## config.mk

```make
export PLATFORM = sky130hd
export DESIGN_NAME = min_max_linear_agc
export DESIGN_NICKNAME = d
export VERILOG_FILES = /design/src/rtl/core/mmagc_pkg.sv /design/src/rtl/core/mmagc_range.sv /design/src/rtl/core/mmagc_cell.sv /design/src/rtl/core/min_max_linear_agc.sv
export SDC_FILE = /design/constraint.sdc
export NUM_CORES = 1
export LEC_CHECK = 0
export BUFFER_PORTS_ARGS = -buffer_cell sky130_fd_sc_hd__buf_2
export CORE_ASPECT_RATIO = 1.75
export CORE_MARGIN = 2
export CORE_UTILIZATION = 57
export CTS_CLUSTER_SIZE = 25
export DETAILED_ROUTE_END_ITERATION = 8
export GPL_TIMING_DRIVEN = 1
export MAX_ROUTING_LAYER = met4
export PLACE_DENSITY = 0.74
export SLEW_MARGIN = 20
export SYNTH_ARGS = -nofsm -noshare
export SYNTH_HDL_FRONTEND = slang
export SYNTH_SLANG_ARGS = --single-unit
```

## constraint.sdc

```tcl
create_clock -name clk_i -period 4.6 [get_ports clk_i]
set_clock_uncertainty 0.05 [all_clocks]
set_input_delay 1.15 -clock clk_i [delete_from_list [all_inputs] [get_ports clk_i]]
set_output_delay 1.15 -clock clk_i [all_outputs]
set_load 0.02 [all_outputs]
```

## src/rtl/core/mmagc_pkg.sv

```systemverilog
// ----------------------------------------------------------------------------
// mmagc_pkg: shared types and constants of the min-max linear AGC
// Widths of the pixel path and divider, pass codes, and the beat structs
// handed between the range tracker, the divider cells and the top level.
// ----------------------------------------------------------------------------
package mmagc_pkg;

  // Fixed port widths
  localparam int unsigned PIXEL_FIELD_W = 16;
  localparam int unsigned LEVEL_FIELD_W = 8;

  // Active pixel width and display width
  localparam int unsigned PIXEL_BITS = 16;
  localparam int unsigned OUT_BITS   = 8;

  // Numerator width of (2^OUT_BITS - 1) * (p - min)
  localparam int unsigned NUM_W = PIXEL_BITS + OUT_BITS;

  localparam logic [PIXEL_BITS-1:0] PIX_ALL_ONES = {PIXEL_BITS{1'b1}};
  localparam logic [OUT_BITS-1:0]   OUT_MAX      = {OUT_BITS{1'b1}};

  // Pass selector carried on tuser
  typedef enum logic {
    CMD_MEASURE = 1'b0,
    CMD_APPLY   = 1'b1
  } cmd_e;

  // Apply-pixel classification from the range tracker
  typedef struct packed {
    logic                  fixed;        // level is fixed, skip the quotient
    logic [OUT_BITS-1:0]   fixed_level;
    logic [PIXEL_BITS-1:0] diff;         // p - frame_min
    logic [PIXEL_BITS-1:0] span;         // frame_max - frame_min
  } apply_class_t;

  // Beat moving along the divider chain
  typedef struct packed {
    logic                valid;
    logic                last;
    logic                fixed;
    logic [OUT_BITS-1:0] fixed_level;
    logic [NUM_W-1:0]    rem;
    logic [NUM_W-1:0]    dsh;            // divisor aligned to this cell's bit
    logic [OUT_BITS-1:0] quo;
  } div_beat_t;

endpackage

```

## src/rtl/core/mmagc_range.sv

```systemverilog
// ----------------------------------------------------------------------------
// mmagc_range: running and frame range tracker
// Tracks the running minimum and maximum over measure-pass pixels, latches
// them as the frame range on the last pixel, and classifies apply pixels.
// ----------------------------------------------------------------------------
module mmagc_range (
  input  logic                           clk_i,
  input  logic                           rst_ni,
  input  logic                           measure_i,
  input  logic                           last_i,
  input  logic [mmagc_pkg::PIXEL_BITS-1:0] pixel_i,
  output mmagc_pkg::apply_class_t        class_o
);
  import mmagc_pkg::*;

  logic [PIXEL_BITS-1:0] run_min_q, run_min_d;
  logic [PIXEL_BITS-1:0] run_max_q, run_max_d;
  logic [PIXEL_BITS-1:0] frm_min_q, frm_min_d;
  logic [PIXEL_BITS-1:0] frm_max_q, frm_max_d;
  logic [PIXEL_BITS-1:0] new_min;
  logic [PIXEL_BITS-1:0] new_max;
  logic                  flat;
  logic                  below;
  logic                  above;

  // Fold the pixel into the running range; latch and clear on the last one
  always_comb begin
    new_min   = (pixel_i < run_min_q) ? pixel_i : run_min_q;
    new_max   = (pixel_i > run_max_q) ? pixel_i : run_max_q;
    run_min_d = run_min_q;
    run_max_d = run_max_q;
    frm_min_d = frm_min_q;
    frm_max_d = frm_max_q;
    if (measure_i) begin
      if (last_i) begin
        frm_min_d = new_min;
        frm_max_d = new_max;
        run_min_d = PIX_ALL_ONES;
        run_max_d = '0;
      end else begin
        run_min_d = new_min;
        run_max_d = new_max;
      end
    end
  end

  always_ff @(posedge clk_i or negedge rst_ni) begin
    if (!rst_ni) begin
      run_min_q <= PIX_ALL_ONES;
      run_max_q <= '0;
      frm_min_q <= PIX_ALL_ONES;
      frm_max_q <= '0;
    end else begin
      run_min_q <= run_min_d;
      run_max_q <= run_max_d;
      frm_min_q <= frm_min_d;
      frm_max_q <= frm_max_d;
    end
  end

  // Classify an apply pixel against the frame range
  always_comb begin
    flat  = (frm_max_q <= frm_min_q);
    below = (pixel_i <= frm_min_q);
    above = (pixel_i >= frm_max_q);
    class_o.fixed       = flat || below || above;
    class_o.fixed_level = (!flat && !below && above) ? OUT_MAX : '0;
    class_o.diff        = pixel_i - frm_min_q;
    class_o.span        = frm_max_q - frm_min_q;
  end

endmodule

```

## src/rtl/core/mmagc_cell.sv

```systemverilog
// ----------------------------------------------------------------------------
// mmagc_cell: one restoring-division cell
// Resolves one quotient bit, subtracts the aligned divisor when it fits and
// hands the beat to the next cell with the divisor moved down one bit.
// ----------------------------------------------------------------------------
module mmagc_cell (
  input  logic                  clk_i,
  input  logic                  rst_ni,
  input  logic                  en_i,
  input  mmagc_pkg::div_beat_t  beat_i,
  output mmagc_pkg::div_beat_t  beat_o
);
  import mmagc_pkg::*;

  div_beat_t beat_q, beat_d;
  logic      fits;

  // Compare, subtract and shift in the quotient bit
  always_comb begin
    fits        = (beat_i.rem >= beat_i.dsh);
    beat_d      = beat_i;
    beat_d.rem  = fits ? (beat_i.rem - beat_i.dsh) : beat_i.rem;
    beat_d.dsh  = beat_i.dsh >> 1;
    beat_d.quo  = {beat_i.quo[OUT_BITS-2:0], fits};
  end

  always_ff @(posedge clk_i or negedge rst_ni) begin
    if (!rst_ni) begin
      beat_q <= '0;
    end else if (en_i) begin
      beat_q <= beat_d;
    end
  end

  assign beat_o = beat_q;

endmodule

```

## src/rtl/core/min_max_linear_agc.sv

```systemverilog
// ----------------------------------------------------------------------------
// min_max_linear_agc: linear min-max contrast stretch, 16-bit to 8-bit
// Usage: stream each frame in twice on the slave channel. tuser selects the
// pass (0 measure, 1 apply), tlast marks the frame's last pixel of the pass.
// Measure beats update the running range and give no output; the last one
// latches the frame range. Apply beats each give one master beat with
// level = 255*(p-min)/(max-min), 0 below the range or for a flat range,
// 255 at or above the maximum; tlast copies the input tlast.
// Throughput: one pixel per cycle in both passes while the receiver takes
// every result. An apply pixel passes a classify stage, a numerator stage, a chain of 8 division
// cells (one quotient bit per cell), and the output register.
// A measure pixel is registered into the range when it is accepted, so
// apply pixels right behind the last measure pixel see the new range.
// Reset clears the running and frame ranges (flat, so levels read 0) and
// empties the pipeline. When the receiver stalls with a beat waiting, the
// whole pipeline holds and s_axis_tready_o drops until the beat is taken.
// ----------------------------------------------------------------------------
module min_max_linear_agc (
  input  logic                                 clk_i,
  input  logic                                 rst_ni,
  input  logic                                 s_axis_tvalid_i,
  output logic                                 s_axis_tready_o,
  input  logic [mmagc_pkg::PIXEL_FIELD_W-1:0]  s_axis_tdata_i,   // [15:0] pixel
  input  logic                                 s_axis_tuser_i,   // [0] command
  input  logic                                 s_axis_tlast_i,   // last_pixel
  output logic                                 m_axis_tvalid_o,
  input  logic                                 m_axis_tready_i,
  output logic [mmagc_pkg::LEVEL_FIELD_W-1:0]  m_axis_tdata_o,   // [7:0] level
  output logic                                 m_axis_tlast_o    // frame_end
);
  import mmagc_pkg::*;

  logic                  en;
  logic                  accept;
  logic                  measure_acc;
  logic                  apply_acc;
  logic [PIXEL_BITS-1:0] pixel;
  apply_class_t          cls;

  // Front stage registers
  logic                  f_valid_q;
  logic                  f_last_q;
  apply_class_t          f_class_q;

  div_beat_t             beat_d;
  div_beat_t             chain [OUT_BITS+1];

  // Output register
  logic                  out_valid_q;
  logic [OUT_BITS-1:0]   out_level_q, out_level_d;
  logic                  out_last_q;

  // Advance the whole pipeline unless a result waits on a stalled receiver
  assign en          = !out_valid_q || m_axis_tready_i;
  assign accept      = s_axis_tvalid_i && en;
  assign measure_acc = accept && (s_axis_tuser_i == CMD_MEASURE);
  assign apply_acc   = accept && (s_axis_tuser_i == CMD_APPLY);
  assign pixel       = s_axis_tdata_i[PIXEL_BITS-1:0];

  mmagc_range u_range (
    .clk_i     (clk_i),
    .rst_ni    (rst_ni),
    .measure_i (measure_acc),
    .last_i    (s_axis_tlast_i),
    .pixel_i   (pixel),
    .class_o   (cls)
  );

  // Capture the classified apply pixel
  always_ff @(posedge clk_i or negedge rst_ni) begin
    if (!rst_ni) begin
      f_valid_q <= 1'b0;
      f_last_q  <= 1'b0;
      f_class_q <= '0;
    end else if (en) begin
      f_valid_q <= apply_acc;
      f_last_q  <= s_axis_tlast_i;
      f_class_q <= cls;
    end
  end

  // Form the numerator (2^OUT_BITS - 1) * diff and align the divisor
  always_comb begin
    beat_d.valid       = f_valid_q;
    beat_d.last        = f_last_q;
    beat_d.fixed       = f_class_q.fixed;
    beat_d.fixed_level = f_class_q.fixed_level;
    beat_d.rem         = {f_class_q.diff, {OUT_BITS{1'b0}}}
                         - {{OUT_BITS{1'b0}}, f_class_q.diff};
    beat_d.dsh         = {{OUT_BITS{1'b0}}, f_class_q.span} << (OUT_BITS - 1);
    beat_d.quo         = '0;
  end

  always_ff @(posedge clk_i or negedge rst_ni) begin
    if (!rst_ni) begin
      chain[0] <= '0;
    end else if (en) begin
      chain[0] <= beat_d;
    end
  end

  // Division chain, one quotient bit per cell
  for (genvar i = 0; i < OUT_BITS; i++) begin : g_cell
    mmagc_cell u_cell (
      .clk_i  (clk_i),
      .rst_ni (rst_ni),
      .en_i   (en),
      .beat_i (chain[i]),
      .beat_o (chain[i+1])
    );
  end

  // Pick the fixed level or the quotient
  assign out_level_d = chain[OUT_BITS].fixed ? chain[OUT_BITS].fixed_level
                                             : chain[OUT_BITS].quo;

  always_ff @(posedge clk_i or negedge rst_ni) begin
    if (!rst_ni) begin
      out_valid_q <= 1'b0;
      out_level_q <= '0;
      out_last_q  <= 1'b0;
    end else if (en) begin
      out_valid_q <= chain[OUT_BITS].valid;
      out_level_q <= out_level_d;
      out_last_q  <= chain[OUT_BITS].last;
    end
  end

  assign s_axis_tready_o = en;
  assign m_axis_tvalid_o = out_valid_q;
  assign m_axis_tdata_o  = LEVEL_FIELD_W'(out_level_q);
  assign m_axis_tlast_o  = out_last_q;

endmodule

```

Word-level counts from Yosys, hierarchy flattened
Index checks and enable logic that the tools add are counted.
{"block": "classes", "n_addsub": 10, "multipliers": 0, "div": 0, "n_lt_le_gt_ge": 13, "eq_ne": 0, "shift": 0, "n_mux": 13, "bitwise": 1, "reduce_logical": 12}
{"cell": "24-bit two-way mux", "count": 7}
{"cell": "16-bit two-way mux", "count": 4}
{"cell": "16-bit <= comparator", "count": 2}
{"cell": "16-bit subtractor", "count": 2}
{"cell": "24-bit by 16-bit greater-or-equal comparator with 1-bit output", "count": 1}
{"cell": "24-bit by 17-bit greater-or-equal comparator with 1-bit output", "count": 1}
{"cell": "24-bit by 18-bit greater-or-equal comparator with 1-bit output", "count": 1}
{"cell": "24-bit by 19-bit greater-or-equal comparator with 1-bit output", "count": 1}
{"cell": "24-bit by 20-bit greater-or-equal comparator with 1-bit output", "count": 1}
{"cell": "24-bit by 21-bit greater-or-equal comparator with 1-bit output", "count": 1}
{"cell": "24-bit by 22-bit greater-or-equal comparator with 1-bit output", "count": 1}
{"cell": "24-bit by 23-bit greater-or-equal comparator with 1-bit output", "count": 1}
{"cell": "24-bit by 16-bit subtractor with 24-bit output", "count": 1}
{"cell": "24-bit by 17-bit subtractor with 24-bit output", "count": 1}
{"cell": "24-bit by 18-bit subtractor with 24-bit output", "count": 1}
{"cell": "24-bit by 19-bit subtractor with 24-bit output", "count": 1}
{"cell": "24-bit by 20-bit subtractor with 24-bit output", "count": 1}
{"cell": "24-bit by 21-bit subtractor with 24-bit output", "count": 1}
{"cell": "24-bit by 22-bit subtractor with 24-bit output", "count": 1}
{"cell": "24-bit by 23-bit subtractor with 24-bit output", "count": 1}
{"cell": "16-bit greater-or-equal comparator", "count": 1}
{"cell": "16-bit greater-than comparator", "count": 1}
{"cell": "16-bit < comparator", "count": 1}
{"cell": "8-bit two-way mux", "count": 2}
{"cell": "other kinds (5)", "count": 13}
{"block": "totals", "ff_bits": 572, "latch_bits": 0, "ram_bits": 0, "mem_bits_ro": 0, "inputBits": 22, "output_inout_bits": 11, "word_cells": 122, "n_memories": 0}

Longest topological paths before layout
{"block": "depth", "ltp_word": 5, "depth_mapped": 14}

Hierarchy
Synthesis repeated with hierarchy kept, for this count alone.
{"block": "hier_totals", "hier_cells": 4553, "hier_area_um2": 43311.5}
{"module": "mmagc_cell (g_cell[0].u_cell ...)", "n_inst": 5, "cells_each": 420, "area_per_inst_um2": 4126.5, "seq_area_each_um2": 1651.6}
{"module": "mmagc_cell (g_cell[5].u_cell ...)", "n_inst": 2, "cells_each": 426, "area_per_inst_um2": 4115.2, "seq_area_each_um2": 1651.6}
{"module": "mmagc_range", "n_inst": 1, "cells_each": 628, "area_per_inst_um2": 5550.3, "seq_area_each_um2": 1641.6}
{"module": "min_max_linear_agc", "n_inst": 1, "cells_each": 521, "area_per_inst_um2": 4643.2, "seq_area_each_um2": 2602.5}
{"module": "mmagc_cell (g_cell[7].u_cell)", "n_inst": 1, "cells_each": 452, "area_per_inst_um2": 4255.3, "seq_area_each_um2": 1651.6}

Worst setup path after synthesis
No wires, ideal clock.
{"block": "synth_path", "kind": "input to register", "from": "input s_axis_tdata_i[15] (netlist bit)", "to": "register u_range.run_max_q[10]", "setup_ns": 0.066, "arrival_ns": 3.426, "required_ns": 4.484, "slack_ns": 1.057, "cell_stages": 9, "cell_sequence": "ha_1 nand4_1 nor3_1 o21ai_0 o211a_1 a21oi_2 nor3b_1 clkbuf_1 a22o_1"}
{"block": "synth_between", "elab_chain_cells": 3}
{"element": "from (decl)", "line": "min_max_linear_agc.sv:23", "source": "input logic [mmagc_pkg::PIXEL_FIELD_W-1:0] s_axis_tdata_i,"}
{"element": "16-bit greater-than comparator", "line": "mmagc_range.sv:29", "source": "new_max = (pixel_i > run_max_q) ? pixel_i : run_max_q;"}
{"element": "16-bit two-way mux", "line": "mmagc_range.sv:29"}
{"element": "16-bit two-way mux", "line": "mmagc_range.sv:35", "source": "if (last_i) begin"}
{"element": "to (signal assigned)", "line": "mmagc_range.sv:55", "source": "run_max_q <= run_max_d;"}
{"element": "to (decl)", "line": "mmagc_range.sv:17", "source": "logic [PIXEL_BITS-1:0] run_max_q, run_max_d;"}
No other way between the ends.
A chain may end at the register's enable or synchronous reset.

Worst setup path after layout
{"block": "layout_path", "from": "register g_cell[5].u_cell.beat_q, in the netlist g_cell[5].u_cell.beat_o[33]", "to": "register g_cell[6].u_cell.beat_q, in the netlist g_cell[6].u_cell.beat_o[55]"}
{"block": "layout_between", "elab_chain_cells": 2, "word_cells_on_any_way": 3, "classes_between": "add/sub (1); order compare (1); mux (1)"}
{"element": "from (decl)", "line": "mmagc_cell.sv:15", "source": "div_beat_t beat_q, beat_d;"}
{"element": "from (signal assigned)", "line": "mmagc_cell.sv:31", "source": "beat_q <= beat_d;"}
{"element": "24-bit by 17-bit subtractor with 24-bit output or 24-bit by 17-bit greater-or-equal comparator with 1-bit output (tied branches)", "line": "mmagc_cell.sv:22, mmagc_cell.sv:20"}
{"element": "24-bit two-way mux (*)", "line": "mmagc_cell.sv:22", "source": "beat_d.rem = fits ? (beat_i.rem - beat_i.dsh) : beat_i.rem;"}
{"element": "to (signal assigned)", "line": "mmagc_cell.sv:31"}
{"element": "to (decl)", "line": "mmagc_cell.sv:15"}
Every way passes the cells marked *; elsewhere a longest branch is shown, timed or not.

==> results_dict.tcl <==
set metrics [dict create \
    run_status "finished clean" \
    worst-r2r-cell-count 14 \
    rows 110 \
    worst_tran_pin_value_ps 988 \
    grt_first_pass_wirelength_um 126000 \
    grt_antenna_before_repair 0 \
    avgRoutedWirePerCell_um 19.4 \
    worst_r2r_startpoint "g_cell[5].u_cell.beat_o[33]$_DFFE_PN0N_" \
    timing.reg2reg.setup_slack_ps 460 \
    cts_buffers 47 \
    post-dp-hpwl_um 60300 \
    rsz0062_at_grt "no" \
    die_w_um 176 \
    postSynthCellCount 3391 \
    cts_hold_buffers 0 \
    h-tree-depth 2 \
    slew_headroom 0.342 \
    hold_path.class "flip-flop to flip-flop" \
    cts_setup_buffers 0 \
    vias_in_the_first_global_route 24700 \
    asyncSetResetFlopFracSynth 1.00 \
    hold_end "g_cell[7].u_cell.beat_o[62]$_DFFE_PN0N_" \
    arrival_ps 4540 \
    synth.avg_cell_area_um2 8.67 \
    synth.largest_area_cell "sky130_fd_sc_hd__dfrtp_1" \
    clock_edge_transition_at_the_registers_on_the_reported_setup_and_hold_paths_ps 60 \
    timing.critical_path.from_type "flip-flop" \
    timing.final.hold_violations 0 \
    route.detailed.drc 0 \
    fin_tns_setup_ps 0 \
    drt-pass1-iter-count 6 \
    net_count_synth 3638 \
    mappedNetlistArea_um2 29400 \
    ant_nets 0 \
    setup.worst_path.class "flip-flop to flip-flop" \
    cap_viol_max_count 0 \
    cts-resized-gates 0 \
    core_region_area_um2 51200 \
    synth_seq_cells 502 \
    yosysSeqAreaShare 0.429 \
    area_share_of_the_largest_cell_type_after_synthesis 0.400 \
    clock-sinks 502 \
    floorplan.io_pins 33 \
    synth_top_flop_cell "sky130_fd_sc_hd__dfrtp_1" \
    detail_route.wirelength_um 79100 \
    synth_cell_type_count 76 \
    synth_warnings 0 \
    drive_gt1_frac 0.0639 \
    place.port_buffers 32 \
    grtUsageTotal 0.308 \
    die_y_um 304 \
    global_route.overflow_total 0 \
    die_area_um2 53500 \
    critPathLaunch "g_cell[5].u_cell.beat_o[33]$_DFFE_PN0N_" \
    worstPathRequired_ps 5000 \
    post_dp_cell_area_um2 30300 \
    largest_cells_by_area_after_synthesis "sky130_fd_sc_hd__dfrtp_1 40%, sky130_fd_sc_hd__ha_1 9.2%, sky130_fd_sc_hd__nand2_1 8.0%" \
    largest_net_degree_at_the_start_of_global_routing 209 \
    finish.net_count 3620 \
    route.detailed.vias_per_inst 5.82 \
    worst_hold_startpoint "g_cell[7].u_cell.beat_o[62]$_DFFE_PN0N_" \
    fmax_mhz 241 \
    gp_congestion 0.986 \
    area_delta_synth_final_pct 8.57 \
    floorplan.initialDensity 0.574 \
    synth_edf_count 0 \
    num_antenna_cells 0 \
    period_needed_ps 4140 \
    r2r-end "g_cell[6].u_cell.beat_o[55]$_DFFE_PN0N_" \
    pins_over_slew_limit 0 \
    final_min_period_over_clock_period 0.900 \
    clock_network_latency_to_the_later_pin_of_the_worst_skew_pair_ps 590 \
    tritoncts "done" \
    stdcell_area_um2 31900 \
    synth_xor_area_frac 0.0444 \
    post_synth_fa_ha_maj_area_fraction 0.0981 \
    ctsLongestPathBuffers 3 \
    num_vias 23800 \
    detailedRoute.firstIterationViolations 1113 \
    critical_path_peak_fanout 4 \
    synth_top_family_by_area "compound AO/OA/AOI/OAI gates" \
    synth.mux.area_fraction 0.0278 \
    finalSetupViolations 0 \
    synth_simple_gate_area_share 0.169 \
    cp-end-kind "flip-flop" \
    complex_gate_fraction_of_the_synthesized_area 0.183 \
    cts_root_buf "sky130_fd_sc_hd__clkbuf_16" \
    min_path_cells 2 \
]
==> how the worst max path moves through the flow <==
| stage | end | slack (ps) | cells past startpoint |
|---|---|---|---|
| detailed placement | beat_d[64]$_DFFE_PN0N_ | 380 | 13 |
| global route | g_cell[6].u_cell.beat_o[51]$_DFFE_PN0N_ | 310 | 14 |
| finish | g_cell[6].u_cell.beat_o[55]$_DFFE_PN0N_ | 460 | 14 |
| CTS | g_cell[6].u_cell.beat_o[55]$_DFFE_PN0N_ | 620 | 14 |
| floorplan | u_range.run_max_q[10]$_DFFE_PN0P_ | 1060 | 9 |
| global placement | beat_d[64]$_DFFE_PN0N_ | 410 | 13 |
==> state kept, by name, summed over array words and instances, names as in the netlist <==
name,cells
f_last_q,1
f_class_q,16
m_axis_tvalid_o,1
m_axis_tlast_o,1
beat_d,18
g_cell.u_cell.beat_o,348
u_range.frm_max_q,16
f_valid_q,1
chain,44
u_range.frm_min_q,16
u_range.run_max_q,16
m_axis_tdata_o,8
u_range.run_min_q,16
==> layer usage <==
metal | track usage | routed length (µm) | vias up
met5 | - | 0 | -
met4 | 0.252 | 7780 | 0
met3 | 0.0245 | 1670 | 286
met2 | 0.596 | 44800 | 495
met1 | 0.260 | 24900 | 11400
li1 | - | - | 11600
==> cell usage after synthesis (31+ instances only) <==
cell type                  instances
sky130_fd_sc_hd__o21ai_0         332
sky130_fd_sc_hd__mux2i_1          77
sky130_fd_sc_hd__a21o_1           67
sky130_fd_sc_hd__ha_1            216
sky130_fd_sc_hd__nand2_1         626
sky130_fd_sc_hd__clkbuf_1        117
sky130_fd_sc_hd__nand4_1          32
sky130_fd_sc_hd__xnor2_1          97
sky130_fd_sc_hd__xor2_1           52
sky130_fd_sc_hd__a31oi_1          31
sky130_fd_sc_hd__dfstp_2          32
sky130_fd_sc_hd__nor2_1          259
sky130_fd_sc_hd__a21oi_1         290
sky130_fd_sc_hd__nor2b_1          34
sky130_fd_sc_hd__inv_1           240
sky130_fd_sc_hd__nor3_1           41
sky130_fd_sc_hd__dfrtp_1         470
==> layout by cell type, fill, tap and decap left out, types with 9 or more instances in the layout <==
cell and n:
sky130_fd_sc_hd__o21a_1 27, sky130_fd_sc_hd__o22a_1 17, sky130_fd_sc_hd__ha_1 216, sky130_fd_sc_hd__or2_2 12, sky130_fd_sc_hd__and2_1 14, sky130_fd_sc_hd__nor3_1 41
sky130_fd_sc_hd__a31oi_1 31, sky130_fd_sc_hd__clkbuf_16 47, sky130_fd_sc_hd__nand2b_1 27, sky130_fd_sc_hd__clkbuf_8 9, sky130_fd_sc_hd__o31ai_1 13, sky130_fd_sc_hd__nor4_1 13
sky130_fd_sc_hd__xnor2_1 97, sky130_fd_sc_hd__nand4_1 32, sky130_fd_sc_hd__fa_1 9, sky130_fd_sc_hd__nor2_1 259, sky130_fd_sc_hd__a21oi_1 289, sky130_fd_sc_hd__buf_12 9
sky130_fd_sc_hd__mux2i_1 77, sky130_fd_sc_hd__o211ai_1 17, sky130_fd_sc_hd__nand3_1 21, sky130_fd_sc_hd__buf_2 31, sky130_fd_sc_hd__dfrtp_1 470, sky130_fd_sc_hd__clkinv_2 13
sky130_fd_sc_hd__a22o_1 16, sky130_fd_sc_hd__or3_1 19, sky130_fd_sc_hd__xor2_1 52, sky130_fd_sc_hd__dfstp_2 32, sky130_fd_sc_hd__o21bai_1 15, sky130_fd_sc_hd__buf_4 29
sky130_fd_sc_hd__nor2b_1 33, sky130_fd_sc_hd__a211oi_1 14, sky130_fd_sc_hd__and3_1 11, sky130_fd_sc_hd__nand2_1 626, sky130_fd_sc_hd__inv_1 240, sky130_fd_sc_hd__a21o_1 67
sky130_fd_sc_hd__o21ai_0 331
==> stage by stage <==
| stage | setup slack [ps] | util | instances | hold slack, ps |
|---|---|---|---|---|
| after floorplan | 1060 | - | 3391 | 380 |
| after detailed placement | 376 | 0.592 | 3996 | 402 |
| after global routing | 311 | 0.623 | 4082 | 435 |
| after CTS | 619 | 0.623 | 4082 | 417 |
| final | 459 | 0.623 | 4082 | 412 |
| after global placement | 410 | 0.592 | 3996 | 397 |
==> critical path, cell delays in order (launching register included) <==
cell,delay [ps]
sky130_fd_sc_hd__dfrtp_1,370
sky130_fd_sc_hd__inv_1,70
sky130_fd_sc_hd__ha_1,160
sky130_fd_sc_hd__inv_1,50
sky130_fd_sc_hd__fa_1,400
sky130_fd_sc_hd__a21o_1,260
sky130_fd_sc_hd__a2111oi_0,750
sky130_fd_sc_hd__buf_4,230
sky130_fd_sc_hd__o21ai_0,240
sky130_fd_sc_hd__a31oi_1,400
sky130_fd_sc_hd__o21ai_0,170
sky130_fd_sc_hd__or2_2,330
sky130_fd_sc_hd__nor4_1,260
sky130_fd_sc_hd__xnor2_1,160
sky130_fd_sc_hd__o21ai_0,80
==> area by class of cell <==
cell class	count	area [µm²]
clock inverter	24	288
tap	672	841
inverter	242	916
clock buffer	62	1320
multi-input combinational	2510	15400
sequential	502	12600
timing repair buffer	70	568
fill	4584	19300
==> cell families after synthesis <==
kind of cell | count (synthesis)
buffers and inverters | 379
and+or+nand+nor | 1145
xor gates and xnor gates | 149
muxes | 81
AOI/OAI and AO/OA | 910
adders and majority gates | 225
DFF | 502
Power is left out: the tool's default activity adds up to more than one toggle a clock period on the data nets, which glitch-free logic cannot reach.
